## src/hdl/pbfe_pkg.sv

```systemverilog
// ----------------------------------------------------------------------------
// pbfe_pkg
// Shared types and codes for the packed bit field extractor.
// ----------------------------------------------------------------------------
package pbfe_pkg;

  // request codes
  localparam logic [1:0] REQ_WR_REC  = 2'd0;
  localparam logic [1:0] REQ_WR_TBL  = 2'd1;
  localparam logic [1:0] REQ_EXTRACT = 2'd2;

  // result status codes
  localparam logic [1:0] STS_OK      = 2'd0;
  localparam logic [1:0] STS_REC_ERR = 2'd1;
  localparam logic [1:0] STS_ESC_ERR = 2'd2;

  localparam int unsigned RD_BYTES = 5;

  typedef enum logic [2:0] {
    S_IDLE,
    S_DISPATCH,
    S_READ,
    S_SHIFT,
    S_CHECK,
    S_RESULT
  } state_t;

  typedef enum logic [2:0] {
    RS_ZERO,
    RS_REC_ERR,
    RS_ESC_ERR,
    RS_RAW,
    RS_TBL
  } res_sel_t;

  typedef struct packed {
    logic       capture;
    logic       wr_rec;
    logic       wr_tbl;
    logic       rd_en;
    logic [2:0] rd_ix;
    logic       val_ld;
    logic       res_ld;
    res_sel_t   res_sel;
    logic       out_ld;
  } cmd_t;

  typedef struct packed {
    logic [1:0] req;
    logic       wr_rec_oob;
    logic       wr_tbl_oob;
    logic       range_err;
    logic       esc_need;
    logic       esc_oob;
  } sts_t;

endpackage

```

## src/hdl/pbfe_ctrl.sv

```systemverilog
// ----------------------------------------------------------------------------
// pbfe_ctrl
// Controller: sequences request dispatch, byte reads, escape lookup and
// the output handshake.
// ----------------------------------------------------------------------------
module pbfe_ctrl
  import pbfe_pkg::*;
(
  input  logic clk,
  input  logic rst_n,
  input  logic in_valid,
  output logic in_stall,
  output logic out_valid,
  input  logic out_stall,
  input  sts_t sts,
  output cmd_t cmd
);

  localparam logic [2:0] LAST_RD = 3'(RD_BYTES - 1);

  state_t     state_r;
  state_t     state_nxt;
  logic [2:0] byte_cnt_r;
  logic [2:0] byte_cnt_nxt;
  logic       out_valid_r;
  logic       out_valid_nxt;
  logic       out_free;

  assign out_free = !out_valid_r || !out_stall;

  always_comb begin
    state_nxt = state_r;
    case (state_r)
      S_IDLE: begin
        if (in_valid) begin
          state_nxt = S_DISPATCH;
        end
      end
      S_DISPATCH: begin
        if (sts.req == REQ_EXTRACT && !sts.range_err) begin
          state_nxt = S_READ;
        end else begin
          state_nxt = S_RESULT;
        end
      end
      S_READ: begin
        if (byte_cnt_r == LAST_RD) begin
          state_nxt = S_SHIFT;
        end
      end
      S_SHIFT: state_nxt = S_CHECK;
      S_CHECK: state_nxt = S_RESULT;
      S_RESULT: begin
        if (out_free) begin
          state_nxt = S_IDLE;
        end
      end
      default: state_nxt = S_IDLE;
    endcase
  end

  always_comb begin
    cmd          = '0;
    cmd.res_sel  = RS_ZERO;
    cmd.rd_ix    = byte_cnt_r;
    in_stall     = 1'b1;
    byte_cnt_nxt = 3'd0;
    case (state_r)
      S_IDLE: begin
        in_stall    = 1'b0;
        cmd.capture = in_valid;
      end
      S_DISPATCH: begin
        case (sts.req)
          REQ_WR_REC: begin
            cmd.wr_rec  = 1'b1;
            cmd.res_ld  = 1'b1;
            cmd.res_sel = sts.wr_rec_oob ? RS_REC_ERR : RS_ZERO;
          end
          REQ_WR_TBL: begin
            cmd.wr_tbl  = 1'b1;
            cmd.res_ld  = 1'b1;
            cmd.res_sel = sts.wr_tbl_oob ? RS_ESC_ERR : RS_ZERO;
          end
          REQ_EXTRACT: begin
            cmd.res_ld  = sts.range_err;
            cmd.res_sel = RS_REC_ERR;
          end
          default: begin
            cmd.res_ld  = 1'b1;
            cmd.res_sel = RS_ZERO;
          end
        endcase
      end
      S_READ: begin
        cmd.rd_en    = 1'b1;
        byte_cnt_nxt = byte_cnt_r + 3'd1;
      end
      S_SHIFT: begin
        cmd.val_ld = 1'b1;
      end
      S_CHECK: begin
        cmd.res_ld = 1'b1;
        if (!sts.esc_need) begin
          cmd.res_sel = RS_RAW;
        end else if (sts.esc_oob) begin
          cmd.res_sel = RS_ESC_ERR;
        end else begin
          cmd.res_sel = RS_TBL;
        end
      end
      S_RESULT: begin
        cmd.out_ld = out_free;
      end
      default: begin
        cmd.capture = 1'b0;
      end
    endcase
  end

  always_comb begin
    out_valid_nxt = out_valid_r;
    if (cmd.out_ld) begin
      out_valid_nxt = 1'b1;
    end else if (!out_stall) begin
      out_valid_nxt = 1'b0;
    end
  end

  always_ff @(posedge clk) begin
    if (!rst_n) begin
      state_r     <= S_IDLE;
      byte_cnt_r  <= 3'd0;
      out_valid_r <= 1'b0;
    end else begin
      state_r     <= state_nxt;
      byte_cnt_r  <= byte_cnt_nxt;
      out_valid_r <= out_valid_nxt;
    end
  end

  assign out_valid = out_valid_r;

`ifndef SYNTHESIS
  a_no_overwrite: assert property (@(posedge clk) disable iff (!rst_n)
    cmd.out_ld |-> !(out_valid_r && out_stall))
    else $error("held transaction overwritten");

  a_accept_dispatch: assert property (@(posedge clk) disable iff (!rst_n)
    (in_valid && !in_stall) |=> (state_r == S_DISPATCH))
    else $error("accepted transaction not dispatched");

  a_read_length: assert property (@(posedge clk) disable iff (!rst_n)
    (state_r == S_READ && byte_cnt_r == LAST_RD) |=> (state_r == S_SHIFT))
    else $error("byte read sequence overran");

  a_out_loaded: assert property (@(posedge clk) disable iff (!rst_n)
    cmd.out_ld |=> out_valid_r)
    else $error("result load lost");
`endif

endmodule
```

## config.mk

```make
export PLATFORM = sky130hd
export DESIGN_NAME = pbfe_ctrl
export DESIGN_NICKNAME = d
export VERILOG_FILES = /design/src/hdl/pbfe_pkg.sv /design/src/hdl/pbfe_ctrl.sv
export SDC_FILE = /design/constraint.sdc
export NUM_CORES = 1
export LEC_CHECK = 0
export BUFFER_PORTS_ARGS = -buffer_cell sky130_fd_sc_hd__buf_2
export CAP_MARGIN = 20
export CORE_MARGIN = 2
export CORE_UTILIZATION = 30
export CTS_CLUSTER_DIAMETER = 120
export DETAILED_ROUTE_END_ITERATION = 8
export SYNTH_ARGS = -nofsm -noshare
export SYNTH_HDL_FRONTEND = slang
export SYNTH_SLANG_ARGS = --single-unit
```

## constraint.sdc

```tcl
create_clock -name clk -period 1.6 [get_ports clk]
set_input_delay 0.08 -clock clk [delete_from_list [all_inputs] [get_ports clk]]
set_output_delay 0.08 -clock clk [all_outputs]
set_load 0.02 [all_outputs]
```

# == Word-level counts from Yosys, hierarchy flattened ==
# Index checks and enable logic that the tools add are counted.
# classes
add_sub_neg,1
mul,0
n_div,0
magnitude_cmp,0
n_eq_ne,12
shift,0
n_mux,21
bitwise,0
n_reduce_logical,9
# op_table
op,count
two-way mux 3 bit,6
case mux 3 bit (6 select lines),1
case mux 4 bit (3 select lines),1
two-way mux 1 bit,10
== test 3 bit (second input constant),3
case mux 4 bit (2 select lines),1
== test 3 x 2 -> 1 bit (second input constant),2
!= test 2 bit (second input constant),3
two-way mux 2 bit,2
adder 3 x 1 -> 3 bit (second input constant),1
== test 3 x 1 -> 1 bit (second input constant),1
zero test 1 bit,3
zero test 3 bit,1
AND reduction 3 bit,1
== test 2 x 1 -> 1 bit (second input constant),1
== test 2 bit (second input constant),1
zero test 2 bit,1
!= test 2 x 1 -> 1 bit (second input constant),1
AND reduction 2 bit,1
logical AND 1 bit,1
logical OR 1 bit,1
# totals
reg_bits,7
latchBits,0
mem_bits_rw,0
rom_bits,0
in_bits,11
output_inout_bits,15
wordCells,46
n_memories,0

# == Logic depth before layout (Yosys ltp) ==
# logic_depth
depth_word,4
ltp_mapped,5
depth_no_buf,5

# == Worst setup path before layout ==
# No wires, ideal clock.
# synth_path
path_kind,reg-to-output
from,reg state_r[2]
to,out cmd[2] (netlist bit)
arrival_time_ps,1344
required_ps,1520
path_slack_ps,176
stages_incl_launch_ff,4
n_path_buf,1
cell_sequence,dfxtp_1 buf_4 nor4b_2 a22o_1
# synth_lines
item,line_no,text
"start, declared",pbfe_ctrl.sv:21,state_t state_r;
"start signal, assigned",pbfe_ctrl.sv:136,state_r <= state_nxt;
"end, declared",pbfe_ctrl.sv:16,output cmd_t cmd

==> results.yml <==
logic_synthesis:
  synthFlopType: "dfxtp_1"
  ys_seq_elements: 7
  syn-num-nets: 71
  ys_seq_area_frac: 0.300
  syn_inst: 58
  syn_avg_cell_area_um2: 8.05
  ys.warnings.count: 0
  post_synth_num_cell_types: 27
  synth-edff-count: 0
  synthArstFlopShare: 0
  synth_area_um2: 467
setup_path:
  critPathSlowestCell: "dfxtp_1"
  cp.arrival_ns: 1.44
  reg2regPathDepth: 2
  crit_fanout: 9
  max_stage_delay_ns: 0.37
  path_cells: "nand2b_4, nor4b_2, a22o_1, buf_2"
  crit_family: "simple AND/OR/NAND/NOR gates"
  worst_setup_path_start_kind: "flip-flop"
  cp.required_ns: 1.52
  path_buf_inv: 1
  critPathCaptureType: "primary output"
  crit_type: "reg -> out"
  cp.depth: 4
outcome:
  status: "completed"
sta:
  tns_ns: 0
  clock.fmax_mhz: 659
  final-setup-viol-count: 0
  clock_skew_ns: 0.00184
  relSlewSlack: 0.817
  rsz0062_at_grt: "false"
  hold_viol: 0
  slew_violations: 0
  fin_crit_sh: 0.948
  setup_slack_ns: 0.0832
  period_minus_slack_ns: 1.52
  tightest_slew_ns: 0.273
grt:
  grt.total_usage: 0.113
  grt_pass1_vias: 389
  grt_max_degree: 14
  grt_antenna_before_repair: 0
  gr-total-overflow: 0
  grt_pass1_wl_um: 1560
clock_network:
  clk_pin_slew_worst_paths_ns: 0.05
  cts_tree: "done"
  root_buffer: "clkbuf_4"
  cts_max_level: 1
  hold_buffers: 0
  cts_setup_buffers: 0
  cts_made_buffers: 3
  cts_max_path_buffers: 2
  insertion_delay_ns: 0.25
  cts.sinks: 7
power:
  p_leak_nw: 0.308
  ir_drop_v: 0.000391
  powerDensity_nw_per_um2: 819
  finalPower_uw: 514
placement:
  pre_cts_slack_ns: 0.263
  io_buffers: 25
  dpl.hpwl_um: 772
  place_congestion: 0.743
final_layout:
  fillers: 161
  final_nets: 98
  final_common_cell: "buf_2"
  mostFrequentLayoutCells: "buf_2 (25), nor2_1 (9), dfxtp_1 (5)"
  syn2layout_area_growth_pct: 34.6
  antennaDiodeCount: 0
  final_util: 0.422
  drive_gt1_frac: 0.405
die:
  ios: 26
  dieArea_um2: 1890
  start_util: 0.313
  die_w_um: 43.4
  core_um2: 1490
  die_h_um: 43.4
  rows: 14
detailed_routing:
  drc: 0
  dr.pass1.iters: 2
  wirelength_um: 966
  ant_nets: 0
  wire_per_inst_um: 9.66
  first_iter_violations: 2
  vias: 476
  via_per_inst: 4.76
worst_hold_path:
  hold_depth: 2
  hp-class: "in -> reg"
run:
  max_cap_violations: 0
## synthesized netlist by cell type (2+ instances only)
library cell | number | area [um^2]
a21oi_1 | 4 | 20.0
dfxtp_1 | 7 | 140
nand2b_1 | 5 | 31.3
nor2_1 | 9 | 33.8
buf_4 | 3 | 22.5
nand3b_1 | 3 | 22.5
or2_1 | 2 | 12.5
inv_1 | 4 | 15.0
ha_1 | 2 | 25.0
nand2_1 | 2 | 7.51
## per-layer routing
metal | vias to the layer above | wire length (um) | global-route usage
met3 | 0 | 61 | 0.0750
li1 | 257 | - | -
met2 | 13 | 436 | 0.176
met5 | - | 0 | 0
met4 | 0 | 0 | 0.0182
met1 | 206 | 468 | 0.133
## kinds of logic after synthesis
| group | synth area share |
|---|---|
| buffers and inverters | 0.0911 |
| XOR/XNOR | 0.0188 |
| AND/OR/NAND/NOR | 0.343 |
| adder cells (fa/ha/maj) | 0.0536 |
| flip-flops | 0.300 |
| AO/OA/AOI/OAI | 0.193 |
## power by group
part	internal, mW	total (mW)	leakage, nW	switching [mW]
combinational	0.0679	0.149	0.236	0.0811
clock	0.0950	0.158	0.0150	0.0631
sequential	0.185	0.207	0.0575	0.0221
## registers in the layout, indices dropped and copies added, names as in the netlist
signal and count:
byte_cnt_r 3, out_valid 1, state_r 3
## final cells by class
type                       instances  area (um^2)  area share
clock buffer                       4         26.3      0.0418
tap                               16         20.0      0.0319
timing repair buffer              26          133       0.211
multi-input combinational         43          292       0.464
inverter                           4         15.0      0.0239
sequential                         7          143       0.227
## what timing repair did
item                       4_1_cts  5_1_grt
gates resized for setup          1        2
setup endpoints to repair        1        2
pin swaps                        0        1
## path summary, 6_finish.rpt
| path | slack, ns | end | from |
|---|---|---|---|
| hold / removal | 0.12 | state_r[0] | rst_n |
| setup / recovery | 0.08 | cmd[2] | state_r[1] |
| hold reg to reg | 0.46 | byte_cnt_r[0] | byte_cnt_r[0] |
| setup reg to reg | 0.43 | state_r[0] | state_r[1] |
## metrics by stage
step	instances	hold slack, ns	area, um^2
after floorplan	58	0.219	467
after global placement	96	0.365	592
after detailed placement	96	0.377	592
after CTS	100	0.108	619
after global routing	100	0.110	628
final	100	0.117	628
(Power assumes the default switching activity.)
